===== src/nca_pkg.sv =====
// Shared types, widths and constants for the nearest-centroid classifier.
// Used by nca_rdiv, nca_square and nearest_centroid_assign; no dependencies.

package nca_pkg;

  // Cluster table size and per-cluster member limit
  localparam int CLUSTERS   = 16;
  localparam int LABEL_W    = 4;
  localparam int MAX_POINTS = 4096;
  localparam int CNT_W      = $clog2(MAX_POINTS) + 1;

  // Coordinates are signed Q8.8
  localparam int COORD_W = 16;
  localparam int SUM_W   = COORD_W + $clog2(MAX_POINTS) + 1;

  // Rounding divider: numerator 2*|sum| + count, denominator 2*count
  localparam int QUO_W  = COORD_W;
  localparam int NUM_W  = SUM_W + 1;
  localparam int DEN_W  = CNT_W + 1;
  localparam int STEP_W = $clog2(QUO_W);

  // Squared distance: each term fits 2*COORD_W bits, the sum one more
  localparam int SQ_W   = 2 * COORD_W;
  localparam int DIST_W = SQ_W + 1;

  localparam int STATUS_W = 1;

  typedef enum logic [1:0] {
    OP_CLEAR    = 2'd0,
    OP_ADD      = 2'd1,
    OP_CLASSIFY = 2'd2,
    OP_NONE     = 2'd3
  } op_t;

  typedef enum logic [STATUS_W-1:0] {
    STAT_OK    = 1'b0,
    STAT_EMPTY = 1'b1
  } status_t;

  typedef enum logic [2:0] {
    ST_IDLE,
    ST_FSCAN,
    ST_FDIVX,
    ST_FDIVY,
    ST_SQX,
    ST_SQY,
    ST_CMP,
    ST_DONE
  } state_t;

endpackage


===== src/nearest_centroid_assign.sv =====
// Nearest-centroid classifier top level: cluster sums, sequencer, result register.
// Depends on nca_pkg, nca_rdiv and nca_square.
//
//   channel | ports                              | direction
//   --------+------------------------------------+----------
//   in      | in_valid/in_ready, op, label, x, y | in
//   out     | out_valid/out_ready, cluster, status | out
//
// The first classify after a change to the members first scans each cluster and
// runs one pass per nonempty cluster and axis on the single shared rounding
// divider. Distance uses one shared squaring unit. in_ready is low while a
// classify is in progress; it holds in the final state until the previous
// result is taken. Reset is sync.

module nearest_centroid_assign (
  input  logic                               clk,
  input  logic                               rst_n,
  input  logic                               in_valid,
  output logic                               in_ready,
  input  logic [1:0]                         in_op,
  input  logic [nca_pkg::LABEL_W-1:0]        in_label,
  input  logic signed [nca_pkg::COORD_W-1:0] in_x,
  input  logic signed [nca_pkg::COORD_W-1:0] in_y,
  output logic                               out_valid,
  input  logic                               out_ready,
  output logic [nca_pkg::LABEL_W-1:0]        out_cluster,
  output logic [nca_pkg::STATUS_W-1:0]       out_status
);

  nca_pkg::state_t state_r, state_nxt;

  // Cluster store
  logic signed [nca_pkg::SUM_W-1:0]   sum_x_r [nca_pkg::CLUSTERS];
  logic signed [nca_pkg::SUM_W-1:0]   sum_y_r [nca_pkg::CLUSTERS];
  logic        [nca_pkg::CNT_W-1:0]   cnt_r   [nca_pkg::CLUSTERS];
  logic signed [nca_pkg::COORD_W-1:0] cx_r    [nca_pkg::CLUSTERS];
  logic signed [nca_pkg::COORD_W-1:0] cy_r    [nca_pkg::CLUSTERS];
  logic                               fresh_r;
  logic                               any_r;

  // Query and search registers
  logic signed [nca_pkg::COORD_W-1:0] px_r;
  logic signed [nca_pkg::COORD_W-1:0] py_r;
  logic        [nca_pkg::LABEL_W-1:0] idx_r;
  logic        [nca_pkg::SQ_W-1:0]    dx2_r;
  logic                               found_r;
  logic        [nca_pkg::LABEL_W-1:0] best_r;
  logic        [nca_pkg::DIST_W-1:0]  best_dist_r;

  // Result register
  logic                               out_valid_r;
  logic        [nca_pkg::LABEL_W-1:0] out_cluster_r;
  logic        [nca_pkg::STATUS_W-1:0] out_status_r;

  // Combinational control
  nca_pkg::op_t                       op;
  logic                               accept;
  logic        [nca_pkg::LABEL_W-1:0] rd_idx;
  logic signed [nca_pkg::SUM_W-1:0]   rd_sum_x;
  logic signed [nca_pkg::SUM_W-1:0]   rd_sum_y;
  logic        [nca_pkg::CNT_W-1:0]   rd_cnt;
  logic signed [nca_pkg::COORD_W-1:0] rd_cx;
  logic signed [nca_pkg::COORD_W-1:0] rd_cy;
  logic                               nonempty;
  logic                               last;
  logic        [nca_pkg::LABEL_W-1:0] idx_next;
  logic                               out_free;

  logic                               div_start;
  logic signed [nca_pkg::SUM_W-1:0]   div_sum;
  logic                               div_done;
  logic        [nca_pkg::COORD_W-1:0] div_quo;
  logic                               wr_cx;
  logic                               wr_cy;
  logic                               idx_clr;
  logic                               idx_adv;
  logic                               sq_en;
  logic signed [nca_pkg::COORD_W-1:0] sq_a;
  logic signed [nca_pkg::COORD_W-1:0] sq_b;
  logic        [nca_pkg::SQ_W-1:0]    sq;
  logic        [nca_pkg::DIST_W-1:0]  cur_dist;
  logic                               better;
  logic                               form_end;
  logic                               load_out;
  logic signed [nca_pkg::SUM_W-1:0]   add_x;
  logic signed [nca_pkg::SUM_W-1:0]   add_y;

  assign op       = nca_pkg::op_t'(in_op);
  assign in_ready = (state_r == nca_pkg::ST_IDLE);
  assign accept   = in_valid && in_ready;
  assign out_free = !out_valid_r || out_ready;

  // Single read port into the cluster store
  assign rd_idx   = (state_r == nca_pkg::ST_IDLE) ? in_label : idx_r;
  assign rd_sum_x = sum_x_r[rd_idx];
  assign rd_sum_y = sum_y_r[rd_idx];
  assign rd_cnt   = cnt_r[rd_idx];
  assign rd_cx    = cx_r[rd_idx];
  assign rd_cy    = cy_r[rd_idx];
  assign nonempty = (rd_cnt != '0);
  assign last     = (idx_r == nca_pkg::LABEL_W'(nca_pkg::CLUSTERS - 1));
  assign idx_next = last ? '0 : (idx_r + nca_pkg::LABEL_W'(1));

  // Sign-extend the point for accumulation
  assign add_x = {{(nca_pkg::SUM_W - nca_pkg::COORD_W){in_x[nca_pkg::COORD_W-1]}}, in_x};
  assign add_y = {{(nca_pkg::SUM_W - nca_pkg::COORD_W){in_y[nca_pkg::COORD_W-1]}}, in_y};

  // Distance of the current cluster and comparison with the best so far
  assign cur_dist = nca_pkg::DIST_W'(dx2_r) + nca_pkg::DIST_W'(sq);
  assign better   = !found_r || (cur_dist < best_dist_r);

  nca_rdiv u_rdiv (
    .clk   (clk),
    .rst_n (rst_n),
    .start (div_start),
    .sum   (div_sum),
    .count (rd_cnt),
    .done  (div_done),
    .quo   (div_quo)
  );

  nca_square u_square (
    .clk (clk),
    .en  (sq_en),
    .a   (sq_a),
    .b   (sq_b),
    .sq  (sq)
  );

  // Next state
  always_comb begin
    state_nxt = state_r;
    unique case (state_r)
      nca_pkg::ST_IDLE: begin
        if (accept && (op == nca_pkg::OP_CLASSIFY)) begin
          state_nxt = fresh_r ? nca_pkg::ST_SQX : nca_pkg::ST_FSCAN;
        end
      end
      nca_pkg::ST_FSCAN: begin
        if (nonempty) begin
          state_nxt = nca_pkg::ST_FDIVX;
        end else if (last) begin
          state_nxt = nca_pkg::ST_SQX;
        end
      end
      nca_pkg::ST_FDIVX: begin
        if (div_done) begin
          state_nxt = nca_pkg::ST_FDIVY;
        end
      end
      nca_pkg::ST_FDIVY: begin
        if (div_done) begin
          state_nxt = last ? nca_pkg::ST_SQX : nca_pkg::ST_FSCAN;
        end
      end
      nca_pkg::ST_SQX: begin
        if (nonempty) begin
          state_nxt = nca_pkg::ST_SQY;
        end else if (last) begin
          state_nxt = nca_pkg::ST_DONE;
        end
      end
      nca_pkg::ST_SQY: begin
        state_nxt = nca_pkg::ST_CMP;
      end
      nca_pkg::ST_CMP: begin
        state_nxt = last ? nca_pkg::ST_DONE : nca_pkg::ST_SQX;
      end
      nca_pkg::ST_DONE: begin
        if (out_free) begin
          state_nxt = nca_pkg::ST_IDLE;
        end
      end
      default: begin
        state_nxt = nca_pkg::ST_IDLE;
      end
    endcase
  end

  // Control outputs of the sequencer
  always_comb begin
    div_start = 1'b0;
    div_sum   = rd_sum_x;
    wr_cx     = 1'b0;
    wr_cy     = 1'b0;
    idx_clr   = 1'b0;
    idx_adv   = 1'b0;
    sq_en     = 1'b0;
    sq_a      = px_r;
    sq_b      = rd_cx;
    form_end  = 1'b0;
    load_out  = 1'b0;
    unique case (state_r)
      nca_pkg::ST_IDLE: begin
        idx_clr = accept;
      end
      nca_pkg::ST_FSCAN: begin
        div_start = nonempty;
        idx_adv   = !nonempty;
        form_end  = !nonempty && last;
      end
      nca_pkg::ST_FDIVX: begin
        wr_cx     = div_done;
        div_start = div_done;
        div_sum   = rd_sum_y;
      end
      nca_pkg::ST_FDIVY: begin
        wr_cy    = div_done;
        idx_adv  = div_done;
        form_end = div_done && last;
      end
      nca_pkg::ST_SQX: begin
        sq_en   = nonempty;
        idx_adv = !nonempty;
      end
      nca_pkg::ST_SQY: begin
        sq_en = 1'b1;
        sq_a  = py_r;
        sq_b  = rd_cy;
      end
      nca_pkg::ST_CMP: begin
        idx_adv = 1'b1;
      end
      nca_pkg::ST_DONE: begin
        load_out = out_free;
      end
      default: begin
        idx_clr = 1'b0;
      end
    endcase
  end

  // State register and flags
  always_ff @(posedge clk) begin
    if (!rst_n) begin
      state_r <= nca_pkg::ST_IDLE;
      fresh_r <= 1'b0;
      any_r   <= 1'b0;
      found_r <= 1'b0;
    end else begin
      state_r <= state_nxt;
      if (accept && ((op == nca_pkg::OP_CLEAR) ||
                     ((op == nca_pkg::OP_ADD) &&
                      (rd_cnt < nca_pkg::CNT_W'(nca_pkg::MAX_POINTS))))) begin
        fresh_r <= 1'b0;
      end else if (form_end) begin
        fresh_r <= any_r || wr_cy;
      end
      if (idx_clr) begin
        any_r   <= 1'b0;
        found_r <= 1'b0;
      end else begin
        if (wr_cy) begin
          any_r <= 1'b1;
        end
        if ((state_r == nca_pkg::ST_CMP) && better) begin
          found_r <= 1'b1;
        end
      end
    end
  end

  // Cluster sums and counts: clear, or accumulate one member point while the cluster holds fewer than MAX_POINTS
  always_ff @(posedge clk) begin
    if (!rst_n) begin
      for (int i = 0; i < nca_pkg::CLUSTERS; i++) begin
        sum_x_r[i] <= '0;
        sum_y_r[i] <= '0;
        cnt_r[i]   <= '0;
      end
    end else if (accept && (op == nca_pkg::OP_CLEAR)) begin
      for (int i = 0; i < nca_pkg::CLUSTERS; i++) begin
        sum_x_r[i] <= '0;
        sum_y_r[i] <= '0;
        cnt_r[i]   <= '0;
      end
    end else if (accept && (op == nca_pkg::OP_ADD) &&
                 (rd_cnt < nca_pkg::CNT_W'(nca_pkg::MAX_POINTS))) begin
      sum_x_r[in_label] <= rd_sum_x + add_x;
      sum_y_r[in_label] <= rd_sum_y + add_y;
      cnt_r[in_label]   <= rd_cnt + nca_pkg::CNT_W'(1);
    end
  end

  // Centroid store, written from the divider
  always_ff @(posedge clk) begin
    if (wr_cx) begin
      cx_r[idx_r] <= div_quo;
    end
    if (wr_cy) begin
      cy_r[idx_r] <= div_quo;
    end
  end

  // Query point, scan index and best-so-far tracking
  always_ff @(posedge clk) begin
    if (accept) begin
      px_r <= in_x;
      py_r <= in_y;
    end
    if (idx_clr) begin
      idx_r <= '0;
    end else if (idx_adv) begin
      idx_r <= idx_next;
    end
    if (state_r == nca_pkg::ST_SQY) begin
      dx2_r <= sq;
    end
    if ((state_r == nca_pkg::ST_CMP) && better) begin
      best_r      <= idx_r;
      best_dist_r <= cur_dist;
    end
  end

  // Result register: hold until taken
  always_ff @(posedge clk) begin
    if (!rst_n) begin
      out_valid_r <= 1'b0;
    end else if (load_out) begin
      out_valid_r <= 1'b1;
    end else if (out_ready) begin
      out_valid_r <= 1'b0;
    end
  end

  always_ff @(posedge clk) begin
    if (load_out) begin
      out_cluster_r <= found_r ? best_r : '0;
      out_status_r  <= found_r ? nca_pkg::STAT_OK : nca_pkg::STAT_EMPTY;
    end
  end

  assign out_valid   = out_valid_r;
  assign out_cluster = out_cluster_r;
  assign out_status  = out_status_r;

endmodule


===== src/nca_rdiv.sv =====
// Iterative restoring divider: signed sum / count, rounded to nearest,
// halves away from zero. One quotient bit per cycle. Depends on nca_pkg.

module nca_rdiv (
  input  logic                             clk,
  input  logic                             rst_n,
  input  logic                             start,
  input  logic signed [nca_pkg::SUM_W-1:0] sum,
  input  logic        [nca_pkg::CNT_W-1:0] count,
  output logic                             done,
  output logic        [nca_pkg::COORD_W-1:0] quo
);

  logic                         busy_r;
  logic                         done_r;
  logic [nca_pkg::STEP_W-1:0]   step_r;
  logic                         neg_r;
  logic [nca_pkg::DEN_W-1:0]    rem_r;
  logic [nca_pkg::QUO_W-1:0]    num_r;
  logic [nca_pkg::DEN_W-1:0]    den_r;

  logic                         neg;
  logic [nca_pkg::SUM_W-1:0]    mag;
  logic [nca_pkg::NUM_W-1:0]    numer;
  logic [nca_pkg::DEN_W:0]      trial;
  logic [nca_pkg::DEN_W:0]      trial_sub;
  logic                         ge;

  // Form the rounding numerator from the magnitude of the sum
  always_comb begin
    neg   = sum[nca_pkg::SUM_W-1];
    mag   = neg ? (~sum + nca_pkg::SUM_W'(1)) : sum;
    numer = {mag, 1'b0} + nca_pkg::NUM_W'(count);
  end

  // One restoring step: shift in the next numerator bit, subtract if it fits
  always_comb begin
    trial     = {rem_r, num_r[nca_pkg::QUO_W-1]};
    trial_sub = trial - {1'b0, den_r};
    ge        = (trial >= {1'b0, den_r});
  end

  // Sequence control
  always_ff @(posedge clk) begin
    if (!rst_n) begin
      busy_r <= 1'b0;
      done_r <= 1'b0;
      step_r <= '0;
    end else begin
      done_r <= 1'b0;
      if (start) begin
        busy_r <= 1'b1;
        step_r <= '0;
      end else if (busy_r) begin
        step_r <= step_r + nca_pkg::STEP_W'(1);
        if (step_r == nca_pkg::STEP_W'(nca_pkg::QUO_W - 1)) begin
          busy_r <= 1'b0;
          done_r <= 1'b1;
        end
      end
    end
  end

  // Remainder and quotient shift register
  always_ff @(posedge clk) begin
    if (start) begin
      neg_r <= neg;
      rem_r <= numer[nca_pkg::NUM_W-1:nca_pkg::QUO_W];
      num_r <= numer[nca_pkg::QUO_W-1:0];
      den_r <= {count, 1'b0};
    end else if (busy_r) begin
      rem_r <= ge ? trial_sub[nca_pkg::DEN_W-1:0] : trial[nca_pkg::DEN_W-1:0];
      num_r <= {num_r[nca_pkg::QUO_W-2:0], ge};
    end
  end

  assign done = done_r;
  assign quo  = neg_r ? (~num_r + nca_pkg::QUO_W'(1)) : num_r;

endmodule


===== src/nca_square.sv =====
// Shared squaring unit: registers (a - b)^2 for two signed coordinates.
// Depends on nca_pkg.

module nca_square (
  input  logic                               clk,
  input  logic                               en,
  input  logic signed [nca_pkg::COORD_W-1:0] a,
  input  logic signed [nca_pkg::COORD_W-1:0] b,
  output logic        [nca_pkg::SQ_W-1:0]    sq
);

  logic [nca_pkg::COORD_W:0]   diff;
  logic [nca_pkg::COORD_W:0]   diff_abs;
  logic [nca_pkg::COORD_W-1:0] mag;
  logic [nca_pkg::SQ_W-1:0]    sq_r;

  // Absolute difference fits COORD_W unsigned bits
  always_comb begin
    diff     = {a[nca_pkg::COORD_W-1], a} - {b[nca_pkg::COORD_W-1], b};
    diff_abs = diff[nca_pkg::COORD_W] ? (~diff + (nca_pkg::COORD_W+1)'(1)) : diff;
    mag      = diff_abs[nca_pkg::COORD_W-1:0];
  end

  always_ff @(posedge clk) begin
    if (en) begin
      sq_r <= mag * mag;
    end
  end

  assign sq = sq_r;

endmodule

===== config.mk =====
export PLATFORM = sky130hd
export DESIGN_NAME = nearest_centroid_assign
export DESIGN_NICKNAME = d
export VERILOG_FILES = /design/src/nca_pkg.sv /design/src/nearest_centroid_assign.sv /design/src/nca_rdiv.sv /design/src/nca_square.sv
export SDC_FILE = /design/constraint.sdc
export NUM_CORES = 2
export LEC_CHECK = 0
export ABC_AREA = 1
export ABC_CLOCK_PERIOD_IN_PS = 13900
export BUFFER_PORTS_ARGS = -buffer_cell sky130_fd_sc_hd__buf_4
export CAP_MARGIN = 20
export CORE_MARGIN = 2
export CORE_UTILIZATION = 45
export CTS_CLUSTER_DIAMETER = 120
export DETAILED_ROUTE_END_ITERATION = 7
export MAX_ROUTING_LAYER = met4
export PLACE_DENSITY = 0.71
export SYNTH_ARGS = -nofsm -noshare
export SYNTH_HDL_FRONTEND = slang
export SYNTH_HIERARCHICAL = 1
export SYNTH_SLANG_ARGS = --single-unit

===== constraint.sdc =====
create_clock -name clk -period 13.9 [get_ports clk]
set_input_delay 1.39 -clock clk [delete_from_list [all_inputs] [get_ports clk]]
set_output_delay 1.39 -clock clk [all_outputs]
set_load 0.01 [all_outputs]

==> flow_summary.yaml <==
place:
  hpwl_um: 171400
  io_buffers: 48
  gp_congestion: 0.9284
timing:
  min_period_ns: 11.50
  totalNegativeSetupSlack_ns: 0
  hold_violations: 0
  setup-violations-final: 0
  slew_violations: 0
  worst_pin_slew_ns: 1.209
  fmax_mhz: 86.93
  fin_worst_skew_ns: 0.05899
  period_share_pct: 82.75
  max_slew_margin_pct: 19.40
  rsz0062_at_grt: "no"
synth:
  yosys-top-cells-area: "edfxtp_1 58%, nor2_1 8.8%, o21ai_0 4.4%, nand2_1 3.8%, fa_1 3.6%"
  synthTopCellsByCount: "2210 x nor2_1, 1829 x edfxtp_1, 948 x nand2_1"
  ys_types: 69
  synth_top_area_share_pct: 58.19
  ys_async_sr_fraction_pct: 0
  synth_warnings: 6
  ys_ff_latch: 1846
  postSynthAreaPerCell_um2: 10.23
  synth_top_cell_by_area: "edfxtp_1"
  yosysSeqAreaShare_pct: 58.55
  synthCells: 9226
  ys.flop_type: "edfxtp_1"
  synth_nets: 9706
  yosysMostFrequentCell: "nor2_1"
  synth_edf_count: 1829
  syn_area_mm2: 0.09438
routing:
  num_vias: 71324
  avgViaCountPerCell: 5.908
  drc: 1
  wirelength_um: 293100
  ant_nets: 0
  wl_per_cell_um: 24.28
  drt_iter0_markers: 10090
  drt_pass1_iterations: 8
cts:
  clock_sinks: 1846
  cts-root-buf: "clkbuf_16"
  cts_tree: "yes"
  clkLatencyLatePin_ns: 0.86
  path_clk_slew_ns: 0.06
  postCtsHoldBufs: 0
  htree_levels: 4
  clk_path_buf_depth: 3
  cts_made_buffers: 190
  cts_setup_buffers: 0
  cts-resized-gates: 0
global_route:
  grt_overflow: 0
  grt_pass1_vias: 69670
  grt_max_degree: 202
  grt_pass1_wl_um: 435900
  grt_antenna_before_repair: 11
  gr-usage-all-layers_pct: 27.98
outcome:
  outcome: "finished with violations"
  violations: "DRC"
critical_path:
  ff2ff_path_depth: 40
  r2r-end: "u_square/sq[29]$_DFFE_PP_"
  slowest_delay_ns: 0.75
  startpoint_type: "register"
  cpMaxStageDelayCell: "o21ai_4"
  critPathCaptureType: "register"
  rr_startpoint: "state_r[0]$_SDFFE_PN0P_"
  critPathRequiredTime_ns: 14.48
  crit_arrival_ns: 12.08
  crit_type: "register to register"
  cp_max_fo: 40
  r2r_slack_ns: 2.40
die:
  initial_core_util_pct: 45.17
  die-area_mm2: 0.2134
  top_level_ports: 49
  dieHeight_um: 462.0
  core_area_mm2: 0.2089
  rows: 168
  die_width_um: 462.0
final_layout:
  multi_input_comb_area_mm2: 0.03442
  drive_above_1_share_pct: 8.295
  seq_area_mm2: 0.05526
  syn2layout_area_growth_pct: 10.88
  nFillCells: 18390
  nNetsFinal: 9577
worst_hold_path:
  hold_path_depth: 0
  hold_class: "register to register"
  holdPathEnd: "dx2_r[5]$_DFFE_PP_"
  hp-start: "u_square/sq[5]$_DFFE_PP_"
job:
  drv_cap: 0
## cell type report
cell class              count  share of cell area [%]
repair buffers            253                   2.075
well taps                2805                   3.354
clock inverters           136                   1.491
inverters                 751                   2.708
clock buffers             218                   4.644
multi-input cells        6055                   32.90
diodes                      9                 0.02152
flip-flops and latches   1846                   52.81
## metrics by stage
stage / hold slack [ns] / utilization (%) / instance area, um^2 / setup slack, ns / instances
after floorplan: 0.4064 / - / 94380 / 3.769 / 9226
after global placement: 0.4409 / 46.76 / 97710 / 1.791 / 11662
after detailed placement: 0.4439 / 46.87 / 97940 / 1.683 / 11685
after CTS: 0.4576 / 49.95 / 104400 / 2.435 / 12039
after global routing: 0.4676 / 50.08 / 104600 / 1.721 / 12072
final: 0.4542 / 50.08 / 104600 / 2.397 / 12073
## per-layer routing
metal | share of wire [%] | wire length, um | vias to the layer above | GRT usage [%]
li1 | - | - | 31617 | -
met1 | 37 | 109200 | 34539 | 35.34
met2 | 46 | 136100 | 4239 | 43.61
met3 | 10 | 30680 | 929 | 4.454
met4 | 5.8 | 17140 | 0 | 14.52
met5 | 0 | 0 | - | -
## critical path, delay by kind of cell (launching register included)
| kind | cells | cell delay (ns) |
|---|---|---|
| adders and majority gates | 8 | 3.80 |
| AOI/OAI and AO/OA | 12 | 3.37 |
| and+or+nand+nor | 13 | 2.32 |
| buffers and inverters | 6 | 1.10 |
| DFF | 1 | 0.40 |
| xor gates and xnor gates | 1 | 0.16 |
## cells by family (layout without fill, tap and decap cells)
| logic type | after synthesis | after routing | synth area share [%] |
|---|---|---|---|
| other | 1 | 10 | 0.003973 |
| adder cells (fa/ha/maj) | 438 | 438 | 7.159 |
| flip-flops | 1846 | 1846 | 58.55 |
| AND/OR/NAND/NOR | 3745 | 3745 | 16.14 |
| AO/OA/AOI/OAI | 1692 | 1692 | 10.92 |
| XOR/XNOR | 179 | 179 | 1.705 |
| buffers and inverters | 1325 | 1358 | 5.524 |
## flip-flops by register name, summed over array words and instances, names as in the netlist, 14 cells and up
register and cells:
sum_x_r 464, sum_y_r 464, cx_r 256, cy_r 256, cnt_r 208, best_dist_r 33
dx2_r 32, u_square/sq 31, px_r 16, py_r 16, u_rdiv/num_r 16, u_rdiv/rem_r 14
## placed cells by master (no fill, tap or decap), types with 182 or more instances in the layout
cell | synthesis | routed
buf_4 | 15 | 229
inv_1 | 712 | 710
a21oi_1 | 183 | 182
nor2_1 | 2210 | 2200
clkbuf_16 | 0 | 191
nand2_1 | 948 | 922
o221ai_1 | 272 | 272
o21ai_0 | 839 | 838
nand3_1 | 372 | 372
ha_1 | 268 | 268
edfxtp_1 | 1829 | 1829
## worst max-delay path by stage
stage | from | end | slack [ns] | cells past startpoint
6_report | state_r[0]$_SDFFE_PN0P_ | u_square/sq[29]$_DFFE_PP_ | 2.40 | 40
5_1_grt | state_r[0]$_SDFFE_PN0P_ | u_square/sq[29]$_DFFE_PP_ | 1.72 | 40
4_1_cts | state_r[0]$_SDFFE_PN0P_ | u_square/sq[29]$_DFFE_PP_ | 2.43 | 40
3_5_place_dp | in_label[1] | u_square/sq[29]$_DFFE_PP_ | 1.68 | 40
3_3_place_gp | in_label[1] | u_square/sq[25]$_DFFE_PP_ | 1.79 | 40
2_1_floorplan | in_label[2] | u_square/sq[25]$_DFFE_PP_ | 3.77 | 46
Power is left out: the tool's default activity adds up to more than one toggle a clock period on the data nets, which glitch-free logic cannot reach.
